===== config.mk =====
export PLATFORM = sky130hd
export DESIGN_NAME = bracket_close_finder
export DESIGN_NICKNAME = d
export VERILOG_FILES = /design/src/hdl/bcf_pkg.sv /design/src/hdl/bracket_close_finder.sv /design/src/hdl/bcf_ram.sv
export SDC_FILE = /design/constraint.sdc
export NUM_CORES = 1
export LEC_CHECK = 0
export BUFFER_PORTS_ARGS = -buffer_cell sky130_fd_sc_hd__buf_2
export CAP_MARGIN = 20
export CORE_MARGIN = 2
export CORE_UTILIZATION = 45
export DETAILED_ROUTE_END_ITERATION = 16
export PLACE_DENSITY_LB_ADDON = 0.2
export SLEW_MARGIN = 30
export SYNTH_ARGS = -nofsm -noshare
export SYNTH_HDL_FRONTEND = slang
export SYNTH_SLANG_ARGS = --single-unit

===== constraint.sdc =====
create_clock -name i_clk -period 6.4 [get_ports i_clk]
set_input_delay 0.64 -clock i_clk [delete_from_list [all_inputs] [get_ports i_clk]]
set_output_delay 0.64 -clock i_clk [all_outputs]
set_load 0.02 [all_outputs]

===== src/hdl/bcf_pkg.sv =====
`timescale 1ns / 1ps
// bcf_pkg: shared constants, character codes and bracket helpers of the bracket close finder
// no dependencies; used by bracket_close_finder and bcf_checker

package bcf_pkg;

    // default sizes
    localparam int STACK_DEPTH_DEF   = 32;
    localparam int POSITION_BITS_DEF = 16;

    // field widths fixed by the stream format
    localparam int CHAR_W   = 16;
    localparam int OFFSET_W = 16;
    localparam int S_DATA_W = 32;
    localparam int S_USER_W = 1;
    localparam int M_DATA_W = 16;
    localparam int M_USER_W = 2;

    // bit places inside tuser
    localparam int S_USER_FIRST = 0;
    localparam int M_USER_FOUND = 0;
    localparam int M_USER_OVF   = 1;

    typedef logic [CHAR_W-1:0] t_char;
    typedef logic [1:0]        t_kind;

    // character codes
    localparam t_char CH_LT     = 16'h003C;
    localparam t_char CH_GT     = 16'h003E;
    localparam t_char CH_LPAR   = 16'h0028;
    localparam t_char CH_RPAR   = 16'h0029;
    localparam t_char CH_LSQ    = 16'h005B;
    localparam t_char CH_RSQ    = 16'h005D;
    localparam t_char CH_LCUR   = 16'h007B;
    localparam t_char CH_RCUR   = 16'h007D;
    localparam t_char CH_MINUS  = 16'h002D;
    localparam t_char CH_DQUOTE = 16'h0022;
    localparam t_char CH_SQUOTE = 16'h0027;
    localparam t_char CH_BSLASH = 16'h005C;

    // bracket kinds held on the stack
    localparam t_kind KIND_ANGLE = 2'd0;
    localparam t_kind KIND_ROUND = 2'd1;
    localparam t_kind KIND_SQUARE = 2'd2;
    localparam t_kind KIND_CURLY = 2'd3;

    // previous character classes
    localparam logic [1:0] PREV_OTHER  = 2'd0;
    localparam logic [1:0] PREV_MINUS  = 2'd1;
    localparam logic [1:0] PREV_ESCAPE = 2'd2;

    // opening bracket test
    function automatic logic is_open(input t_char c);
        logic r;
        r = (c == CH_LT) || (c == CH_LPAR) || (c == CH_LSQ) || (c == CH_LCUR);
        return r;
    endfunction

    // closing bracket test
    function automatic logic is_close(input t_char c);
        logic r;
        r = (c == CH_GT) || (c == CH_RPAR) || (c == CH_RSQ) || (c == CH_RCUR);
        return r;
    endfunction

    // kind of an opening or closing bracket
    function automatic t_kind bracket_kind(input t_char c);
        t_kind k;
        case (c)
            CH_LT, CH_GT:     k = KIND_ANGLE;
            CH_LPAR, CH_RPAR: k = KIND_ROUND;
            CH_LSQ, CH_RSQ:   k = KIND_SQUARE;
            CH_LCUR, CH_RCUR: k = KIND_CURLY;
            default:          k = KIND_ANGLE;
        endcase
        return k;
    endfunction

endpackage


===== src/hdl/bracket_close_finder.sv =====
`timescale 1ns / 1ps
// bracket_close_finder: top level, scans text items and reports where bracket nesting closes
// depends on bcf_pkg and bcf_ram
//
// channel  direction  tdata                               tuser                  tlast
// s        in         char_code[15:0] start_offset[31:16] first_char[0]          last_char
// m        out        position[15:0]                      found[0] overflow[1]   -
//
// one item per cycle while s is not stalled; a result appears on m in the cycle after the item that caused it
// the stack sits in a one-read one-write memory; the top entry is held in a register
// and the entry below it is read ahead each cycle, so a pop needs no extra cycle
// s stalls only while a result waits in the output register and m is not ready
// reset idles the block until an item with first_char; no clearing pass is needed

module bracket_close_finder #(
    parameter int STACK_DEPTH   = bcf_pkg::STACK_DEPTH_DEF,
    parameter int POSITION_BITS = bcf_pkg::POSITION_BITS_DEF
) (
    input  logic                         i_clk,
    input  logic                         i_rst_n,
    input  logic                         i_s_tvalid,
    output logic                         o_s_tready,
    input  logic [bcf_pkg::S_DATA_W-1:0] i_s_tdata,   // char_code, start_offset
    input  logic [bcf_pkg::S_USER_W-1:0] i_s_tuser,   // first_char
    input  logic                         i_s_tlast,
    output logic                         o_m_tvalid,
    input  logic                         i_m_tready,
    output logic [bcf_pkg::M_DATA_W-1:0] o_m_tdata,   // position
    output logic [bcf_pkg::M_USER_W-1:0] o_m_tuser    // found, overflow
);

    localparam int ADDR_W = $clog2(STACK_DEPTH);
    localparam int CNT_W  = $clog2(STACK_DEPTH + 1);
    localparam logic [CNT_W-1:0] CNT_FULL = CNT_W'(STACK_DEPTH);
    localparam logic [POSITION_BITS-1:0] POS_MAX = {POSITION_BITS{1'b1}};

    // search state
    logic [CNT_W-1:0]          r_count, n_count;
    bcf_pkg::t_kind            r_top, n_top;
    logic                      r_inq, n_inq;
    logic                      r_single, n_single;
    logic [1:0]                r_prev, n_prev;
    logic [POSITION_BITS-1:0]  r_pos, n_pos;
    logic                      r_done, n_done;

    // output register
    logic                          r_out_valid, n_out_valid;
    logic                          r_found, n_found;
    logic                          r_ovf, n_ovf;
    logic [POSITION_BITS-1:0]      r_res_pos, n_res_pos;

    // stack memory access
    logic                  w_wr_en;
    logic [ADDR_W-1:0]     w_wr_addr;
    logic [ADDR_W-1:0]     w_rd_addr;
    logic [CNT_W-1:0]      w_rd_cnt;
    bcf_pkg::t_kind        w_below;

    // input fields
    bcf_pkg::t_char        w_char;
    logic [31:0]           w_start32;
    logic [31:0]           w_pos32;
    logic                  w_first;
    logic                  w_acc;

    assign w_char    = i_s_tdata[bcf_pkg::CHAR_W-1:0];
    assign w_start32 = 32'(i_s_tdata[bcf_pkg::CHAR_W +: bcf_pkg::OFFSET_W]);
    assign w_first   = i_s_tuser[bcf_pkg::S_USER_FIRST];
    assign o_s_tready = !r_out_valid || i_m_tready;
    assign w_acc     = i_s_tvalid && o_s_tready;

    // stack memory: entries at index below count, read ahead at the entry under the top
    bcf_ram #(
        .WIDTH(2),
        .DEPTH(STACK_DEPTH)
    ) u_stack (
        .i_clk    (i_clk),
        .i_wr_en  (w_wr_en),
        .i_wr_addr(w_wr_addr),
        .i_wr_data(n_top),
        .i_rd_addr(w_rd_addr),
        .o_rd_data(w_below)
    );

    assign w_rd_cnt  = n_count - CNT_W'(2);
    assign w_rd_addr = w_rd_cnt[ADDR_W-1:0];

    // write address is the current count, zero after a restart clear
    assign w_wr_addr = w_first ? '0 : r_count[ADDR_W-1:0];

    // per-item scan logic
    always_comb begin
        logic [CNT_W-1:0] c_count;
        logic             c_inq;
        logic             c_single;
        logic [1:0]       c_prev;
        bcf_pkg::t_char   c_quote;
        logic             c_arrow;
        logic             c_emit;

        n_count     = r_count;
        n_top       = r_top;
        n_inq       = r_inq;
        n_single    = r_single;
        n_prev      = r_prev;
        n_pos       = r_pos;
        n_done      = r_done;
        n_out_valid = r_out_valid && !i_m_tready;
        n_found     = r_found;
        n_ovf       = r_ovf;
        n_res_pos   = r_res_pos;
        w_wr_en     = 1'b0;

        c_count  = r_count;
        c_inq    = r_inq;
        c_single = r_single;
        c_prev   = r_prev;
        c_quote  = r_single ? bcf_pkg::CH_SQUOTE : bcf_pkg::CH_DQUOTE;
        c_arrow  = 1'b0;
        c_emit   = 1'b0;

        if (w_acc && (w_first || !r_done)) begin
            // restart clears the search, otherwise the position advances and saturates
            if (w_first) begin
                c_count  = '0;
                c_inq    = 1'b0;
                c_single = 1'b0;
                c_prev   = bcf_pkg::PREV_OTHER;
                c_quote  = bcf_pkg::CH_DQUOTE;
                n_pos    = w_start32[POSITION_BITS-1:0];
                n_done   = 1'b0;
            end else if (r_pos != POS_MAX) begin
                n_pos = r_pos + POSITION_BITS'(1);
            end
            n_count  = c_count;
            n_inq    = c_inq;
            n_single = c_single;
            n_prev   = c_prev;

            if (c_inq) begin
                // inside a literal
                if (c_prev == bcf_pkg::PREV_ESCAPE) begin
                    n_prev = bcf_pkg::PREV_OTHER;
                end else if (w_char == c_quote) begin
                    n_inq = 1'b0;
                end else if (w_char == bcf_pkg::CH_BSLASH) begin
                    n_prev = bcf_pkg::PREV_ESCAPE;
                end else begin
                    n_prev = (w_char == bcf_pkg::CH_MINUS) ? bcf_pkg::PREV_MINUS
                                                           : bcf_pkg::PREV_OTHER;
                end
                if (i_s_tlast) begin
                    c_emit  = 1'b1;
                    n_found = 1'b0;
                    n_ovf   = 1'b0;
                    n_res_pos = '0;
                end
            end else if (w_char == bcf_pkg::CH_DQUOTE || w_char == bcf_pkg::CH_SQUOTE) begin
                // opening quote
                n_inq    = 1'b1;
                n_single = (w_char == bcf_pkg::CH_SQUOTE);
                n_prev   = bcf_pkg::PREV_OTHER;
                if (i_s_tlast) begin
                    c_emit  = 1'b1;
                    n_found = 1'b0;
                    n_ovf   = 1'b0;
                    n_res_pos = '0;
                end
            end else if (bcf_pkg::is_open(w_char) && c_count == CNT_FULL) begin
                // stack full
                c_emit    = 1'b1;
                n_found   = 1'b0;
                n_ovf     = 1'b1;
                n_res_pos = n_pos;
            end else begin
                // push, pop or plain character
                if (bcf_pkg::is_open(w_char)) begin
                    n_top   = bcf_pkg::bracket_kind(w_char);
                    n_count = c_count + CNT_W'(1);
                    w_wr_en = 1'b1;
                end else if (bcf_pkg::is_close(w_char)) begin
                    c_arrow = (w_char == bcf_pkg::CH_GT) && (c_prev == bcf_pkg::PREV_MINUS);
                    if (!c_arrow && c_count != '0 &&
                        r_top == bcf_pkg::bracket_kind(w_char)) begin
                        n_count = c_count - CNT_W'(1);
                        n_top   = w_below;
                    end
                end
                n_prev = (w_char == bcf_pkg::CH_MINUS) ? bcf_pkg::PREV_MINUS
                                                       : bcf_pkg::PREV_OTHER;
                if (n_count == '0) begin
                    c_emit    = 1'b1;
                    n_found   = 1'b1;
                    n_ovf     = 1'b0;
                    n_res_pos = n_pos;
                end else if (i_s_tlast) begin
                    c_emit    = 1'b1;
                    n_found   = 1'b0;
                    n_ovf     = 1'b0;
                    n_res_pos = '0;
                end
            end

            if (c_emit) begin
                n_done      = 1'b1;
                n_out_valid = 1'b1;
            end
        end
    end

    // control registers
    always_ff @(posedge i_clk) begin
        if (!i_rst_n) begin
            r_count     <= '0;
            r_inq       <= 1'b0;
            r_single    <= 1'b0;
            r_prev      <= bcf_pkg::PREV_OTHER;
            r_pos       <= '0;
            r_done      <= 1'b1;
            r_out_valid <= 1'b0;
        end else begin
            r_count     <= n_count;
            r_inq       <= n_inq;
            r_single    <= n_single;
            r_prev      <= n_prev;
            r_pos       <= n_pos;
            r_done      <= n_done;
            r_out_valid <= n_out_valid;
        end
    end

    // payload registers
    always_ff @(posedge i_clk) begin
        r_top     <= n_top;
        r_found   <= n_found;
        r_ovf     <= n_ovf;
        r_res_pos <= n_res_pos;
    end

    // output fields
    assign w_pos32    = 32'(r_res_pos);
    assign o_m_tvalid = r_out_valid;
    assign o_m_tdata  = w_pos32[bcf_pkg::M_DATA_W-1:0];
    assign o_m_tuser  = {r_ovf, r_found};

endmodule


===== src/hdl/bcf_ram.sv =====
`timescale 1ns / 1ps
// bcf_ram: generic single-write, single-read memory with registered read data
// no dependencies

module bcf_ram #(
    parameter int WIDTH = 2,
    parameter int DEPTH = 32
) (
    input  logic                     i_clk,
    input  logic                     i_wr_en,
    input  logic [$clog2(DEPTH)-1:0] i_wr_addr,
    input  logic [WIDTH-1:0]         i_wr_data,
    input  logic [$clog2(DEPTH)-1:0] i_rd_addr,
    output logic [WIDTH-1:0]         o_rd_data
);

    logic [WIDTH-1:0] r_mem [DEPTH];
    logic [WIDTH-1:0] r_rd_data;

    // write port and registered read port
    always_ff @(posedge i_clk) begin
        if (i_wr_en) begin
            r_mem[i_wr_addr] <= i_wr_data;
        end
        r_rd_data <= r_mem[i_rd_addr];
    end

    assign o_rd_data = r_rd_data;

endmodule


==> results of run 1 <==
-- power breakdown --
| group | internal [mW] | switching (mW) |
|---|---|---|
| combinational | 0.0470 | 0.0808 |
| sequential | 0.802 | 0.0127 |
| clock | 0.603 | 0.331 |
| total | 1.45 | 0.424 |
-- cell type report --
class	instances	area (um2)	area share
multi-input cells	424	2800	0.395
inverters	11	41.3	0.00582
repair buffers	66	353	0.0498
clock inverters	11	140	0.0198
clock buffers	19	433	0.0610
flip-flops and latches	114	3100	0.438
well taps	176	220	0.0311
-- metrics by stage --
| step | worst slack (ns) | cells |
|---|---|---|
| floorplan | 1.61 | 581 |
| global placement | 1.24 | 791 |
| detailed placement | 1.07 | 791 |
| CTS | 1.51 | 821 |
| global route | 1.14 | 821 |
| finish | 1.47 | 821 |
-- cell usage after synthesis, types with 3 or more instances --
cell / instances / area share
and2_1: 9 / 0.0092
nand2_1: 74 / 0.046
mux4_1: 9 / 0.039
xnor2_1: 8 / 0.012
and3_1: 4 / 0.0041
a21oi_1: 32 / 0.026
mux4_2: 7 / 0.026
or4_1: 6 / 0.0074
edfxtp_1: 82 / 0.40
or3b_2: 4 / 0.0058
dfxtp_1: 32 / 0.11
o21a_1: 4 / 0.0049
o211ai_1: 4 / 0.0049
nand3b_1: 4 / 0.0049
nand4_1: 11 / 0.011
a21boi_0: 3 / 0.0037
nand3_1: 17 / 0.014
nor2_1: 77 / 0.047
nor3_1: 5 / 0.0041
clkbuf_1: 21 / 0.013
nor4_1: 6 / 0.0062
xor2_1: 10 / 0.014
a211oi_1: 8 / 0.0099
or3_1: 7 / 0.0072
a22oi_1: 8 / 0.0099
o31ai_1: 4 / 0.0049
mux2_2: 3 / 0.0055
ha_1: 6 / 0.012
buf_1: 5 / 0.0031
nor2b_1: 5 / 0.0051
o21ai_0: 34 / 0.028
buf_4: 3 / 0.0037
mux2i_1: 16 / 0.026
inv_1: 10 / 0.0062
-- logic make-up after synthesis --
family | Yosys count | synth area share
simple gates | 244 | 0.196
fa+ha+maj | 6 | 0.0123
flops | 114 | 0.510
mux | 36 | 0.0985
compound gates | 120 | 0.128
xor+xnor | 18 | 0.0259
buf+inv | 43 | 0.0300
-- critical path, delay by kind of cell --
kind / cells / cell delay [ns]
AO/OA/AOI/OAI: 6 / 1.18
adder cells (fa/ha/maj): 2 / 1.05
buffers and inverters: 3 / 0.72
multiplexers: 2 / 0.67
AND/OR/NAND/NOR: 2 / 0.93
-- sequential cells by signal (all words and copies together), names as in the netlist --
| register | flops |
|---|---|
| r_top | 2 |
| u_stack.r_mem | 64 |
| r_found | 1 |
| o_m_tdata | 16 |
| o_m_tvalid | 1 |
| r_pos | 16 |
| r_inq | 1 |
| r_ovf | 1 |
| r_prev | 2 |
| u_stack.o_rd_data | 2 |
| r_single | 1 |
| r_count | 6 |
| r_done | 1 |
-- layout by cell type (no fill, tap or decap), types with 9 or more instances in the layout --
cell type,Yosys,routed
nand2_1,74,74
inv_1,10,10
mux2i_1,16,16
o21ai_0,34,32
clkbuf_16,0,17
and2_1,9,9
buf_4,3,9
nand4_1,11,11
nor2_1,77,77
a21oi_1,32,32
buf_2,2,57
dfxtp_1,32,32
edfxtp_1,82,82
mux4_1,9,9
xor2_1,10,10
nand3_1,17,17
-- how the worst min path moves through the flow --
stage	slack, ns	cells after the start	start	to
2_1_floorplan	0.45	2	r_single	r_single
3_3_place_gp	0.46	2	r_single	r_single
3_5_place_dp	0.48	2	r_single	r_single
4_1_cts	0.48	2	r_single	r_single
5_1_grt	0.51	2	r_single	r_single
6_report	0.49	2	r_single	r_single
-- routing by layer --
layer / wire length (um) / vias up
met3: 844 / 28
met4: 279 / 0
li1: - / 2278
met5: 0 / -
met1: 6820 / 2322
met2: 6930 / 139
==> qor.csv, run 1 <==
metric,value,unit
drtIter0Drc,429,
syn_area,0.00609,mm2
fin_util,0.536,
cts_buffer_depth,2,
synthArstFlopShare,0,
clock_skew,0.00800,ns
grt_start_max_net_pins,43,
status,completed,
ys_dominant_reg_cell,edfxtp_1,
met3_usage,0.0472,
critPathArrivalTime,5.22,ns
holdBufCountCts,0,
maxSlewViolCount,0,
synth-seq-cells,114,
clk_latency,0.42,ns
grt_pass1_vias,4496,
dp_hpwl,10.4,mm
cp-endpoint,u_stack.o_rd_data[1],
numPortBuffers,57,
reg2reg_depth,13,
worst_path_max_delay_cell,ha_1,
maxCapViolCount,0,
busiest_layer,met2,
grt_use_met1,0.292,
gr-usage-all-layers,0.215,
postPlaceCellArea,0.00652,mm2
finalHoldViolations,0,
nNetsFinal,678,
die_area,0.0145,mm2
via_per_inst,5.81,
worst_pin_slew,0.825,ns
hold_ws,0.493,ns
setup_tns,0,ns
setup_viol,0,
wirelength,14.9,mm
tritoncts,yes,
critPathMaxFanout,16,
cts_setup_buffers,0,
yosys_warnings,0,
start_util,0.460,
power,1.88,mW
die-height,120,um
worstPathCellList,buf_2 -> inv_1 -> nand2_1 -> ha_1 -> o21ai_0 -> o21ai_0 -> nor4_4 -> a211oi_1 -> o31ai_1 -> inv_1 -> ha_1 -> mux4_1 -> mux2_2 -> a22oi_1 -> a22oi_2,
ir_drop,0.174,mV
postSynthAreaPerCell,10.5,um2
max_slew_margin,0.443,
core,0.0132,mm2
crit_type,primary input to register,
drc,0,
io_pins,58,
nFillCells,1187,
critical_path.startpoint,i_s_tuser,
p_per_area,264,mW/mm2
htreeDepth,4,
cts_buffers,17,
antenna_cells,0,
r2r_slack,1.94,ns
grt_use_met2,0.337,
yosysUniqueCellTypes,66,
design_area,0.00709,mm2
die_w,120,um
gp_congestion,0.902,
critPathRequiredTime,6.69,ns
post-route-period-util,0.770,
period_needed,4.93,ns
cts.clk_slew.worst_paths,0.05,ns
clockRootBuffer,clkbuf_16,
ys_seq_area_frac,0.510,
cpPeakStageDelay,0.71,ns
wl_per_cell,18.1,um
rr_startpoint,r_count[0],
rsz0062_at_grt,no,
grt_pass1_wl,23.9,mm
start_kind,primary input,
synth_edf_count,82,
grt_antenna_before_repair,0,
syn_inst,581,
area_delta_synth_final,16.5,%
drt-pass1-iter-count,5,
synthesis.nets,625,
timing.rr.end,u_stack.o_rd_data[1],
timing.fmax,203,MHz
cts_resized,0,
p_leak,2.71,nW
postRouteAntennaNets,0,
overflow,0,
fp-row-count,42,
layout-drive-gt1-share,0.181,
end_kind,register,
clock-sinks,114,
hold_class,register to register,
via_count,4767,
Note: power is estimated with default switching activity, not from simulation.
==> run 2, diff against run 1 <==
==> constraint.sdc (replaced) <==
create_clock -name i_clk -period 4.9 [get_ports i_clk]
set_input_delay 0.49 -clock i_clk [delete_from_list [all_inputs] [get_ports i_clk]]
set_output_delay 0.49 -clock i_clk [all_outputs]
set_load 0.02 [all_outputs]
==> qor.csv, run 2 (synthesis gave the netlist of run 1 again) <==
metric,value,unit,change
reg2reg_depth,11,,-2
crit_buf_inv,1,,-2
layout_commonest_cell,edfxtp_1,,
area_delta_synth_final,16.9,%,
r2r_slack,0.83,ns,-1.11 ns
power,2.39,mW,+27%
p_leak,2.73,nW,+0.67%
cp.depth,11,,-4
drt-pass1-iter-count,4,,-1
timing.rr.end,u_stack.o_rd_data[1],,
via_count,4850,,+1.7%
placed_cells,797,,+0.76%
core,0.0132,mm2,unchanged
die_area,0.0145,mm2,unchanged
grt_pass1_vias,4652,,+3.5%
critPathRequiredTime,5.19,ns,-1.50 ns
min_to,r_done,,
gp_congestion,0.908,,+0.68%
die-height,120,um,unchanged
period_needed,4.28,ns,
maxCapViolCount,0,,unchanged
setup_tns,0,ns,unchanged
wirelength,14.7,mm,-1.1%
setup_viol,0,,unchanged
critPathMaxFanout,11,,-5
worstPathCellList,buf_2 -> or4_4 -> or3_1 -> o31a_1 -> nor4_4 -> o21ai_2 -> a211oi_4 -> mux4_1 -> mux2_2 -> a22oi_1 -> a22oi_2,,
clock-sinks,114,,unchanged
grt_start_max_net_pins,43,,unchanged
cts_setup_buffers,0,,unchanged
cts.clk_slew.worst_paths,0.05,ns,about the same
post-route-period-util,0.874,,
finalHoldViolations,0,,unchanged
rr_startpoint,r_count[0],,
end_kind,register,,
worst_path_max_delay_cell,a211oi_4,,
fp-row-count,42,,unchanged
maxSlewViolCount,0,,unchanged
worstHoldStart,i_rst_n,,
start_kind,primary input,,
drc,0,,unchanged
clockRootBuffer,clkbuf_16,,
numPortBuffers,57,,unchanged
max_slew_margin,0.508,,+0.0652
critPathArrivalTime,4.57,ns,-0.65 ns
crit_family,simple AND/OR/NAND/NOR gates,,
cts_buffer_depth,2,,unchanged
clock_skew,0.00664,ns,-0.00136 ns
wl_per_cell,17.8,um,-2.0%
clk_latency,0.42,ns,about the same
worst_pin_slew,0.737,ns,-0.0878 ns
dp_hpwl,10.2,mm,-1.3%
layout-drive-gt1-share,0.189,,+0.00725
p_per_area,336,mW/mm2,+27%
antenna_cells,0,,unchanged
postRouteAntennaNets,0,,unchanged
die_w,120,um,unchanged
cpPeakStageDelay,0.67,ns,-0.04 ns
holdBufCountCts,0,,unchanged
tritoncts,yes,,
drtIter0Drc,392,,-8.6%
start_util,0.460,,unchanged
gr-usage-all-layers,0.214,,-0.00108
hold_class,primary input to register,,
nNetsFinal,684,,+0.88%
htreeDepth,4,,unchanged
timing.fmax,233,MHz,
crit_type,primary input to register,,
final_cell_mix,"edfxtp_1 (82), nor2_1 (77), nand2_1 (74), buf_2 (57)",,
ir_drop,0.226,mV,+30%
grt_antenna_before_repair,0,,unchanged
largest_register_ffs,64,,unchanged
io_pins,58,,unchanged
nFillCells,1220,,+2.8%
holdPathStages,2,,unchanged
via_per_inst,5.86,,+0.88%
cts_resized,0,,unchanged
rsz0062_at_grt,no,,
stdcell_count,828,,+0.85%
cts_buffers,17,,unchanged
grt_pass1_wl,23.8,mm,-0.58%
overflow,0,,unchanged
design_area,0.00711,mm2,+0.32%
regMostFlops,u_stack.r_mem,,
status,completed,,
postPlaceCellArea,0.00656,mm2,+0.69%
[run 2: cell types whose count changed in the layout (fill, tap and decap cells not counted)]
cell	delta
clkinvlp_4	+1
clkinv_2	+1
clkinv_4	-1
bufinv_16	-1
clkinv_1	+1
buf_4	+6
[run 2: cell type report]
class	count	area, um2	area share
Clock buffer	19	433	0.0609
Clock inverter	12	118	0.0165
Inverter	11	41.3	0.00580
Multi-Input combinational cell	424	2800	0.394
Sequential cell	114	3100	0.436
Tap cell	176	220	0.0310
Timing Repair Buffer	72	398	0.0559
[run 2: worst max-delay path by stage]
stage                              from              endpoint  slack (ns)
after CTS                 i_s_tdata[12]  u_stack.o_rd_data[1]        0.67
after detailed placement  i_s_tdata[12]  u_stack.o_rd_data[1]        0.25
after floorplan           i_s_tdata[12]  u_stack.o_rd_data[1]        0.26
final                     i_s_tdata[12]  u_stack.o_rd_data[1]        0.62
after global placement    i_s_tdata[12]  u_stack.o_rd_data[1]        0.37
after global routing       i_s_tdata[9]  u_stack.o_rd_data[1]        0.38
[run 2: per-layer routing]
metal	vias to the layer above	GRT usage	wire (um)
li1	2294	-	-
met3	28	0.0571	1060
met4	0	0.0923	298
met5	-	0	0
met2	179	0.336	7040
met1	2349	0.281	6300
[run 2: worst register-to-register path, cell delays in order (launching register included)]
cell and delay (ns):
dfxtp_1 0.41, nand2_1 0.17, ha_1 0.32, o21ai_0 0.17, o21ai_0 0.28, nor4_4 0.55
o21ai_2 0.17, a211oi_4 0.67, mux4_1 0.65, mux2_2 0.28, a22oi_1 0.18, a22oi_2 0.10
[run 2: per-stage QoR]
stage	util	worst slack (ns)	hold WS [ns]
global placement	0.496	0.368	0.460
detailed placement	0.496	0.255	0.471
CTS	0.537	0.671	0.358
global route	0.537	0.380	0.373
floorplan	-	0.263	0.446
finish	0.537	0.616	0.357
[run 2: where the power goes]
group	switching, mW	internal [mW]
combinational	0.104	0.0620
sequential	0.0162	1.05
clock	0.424	0.735
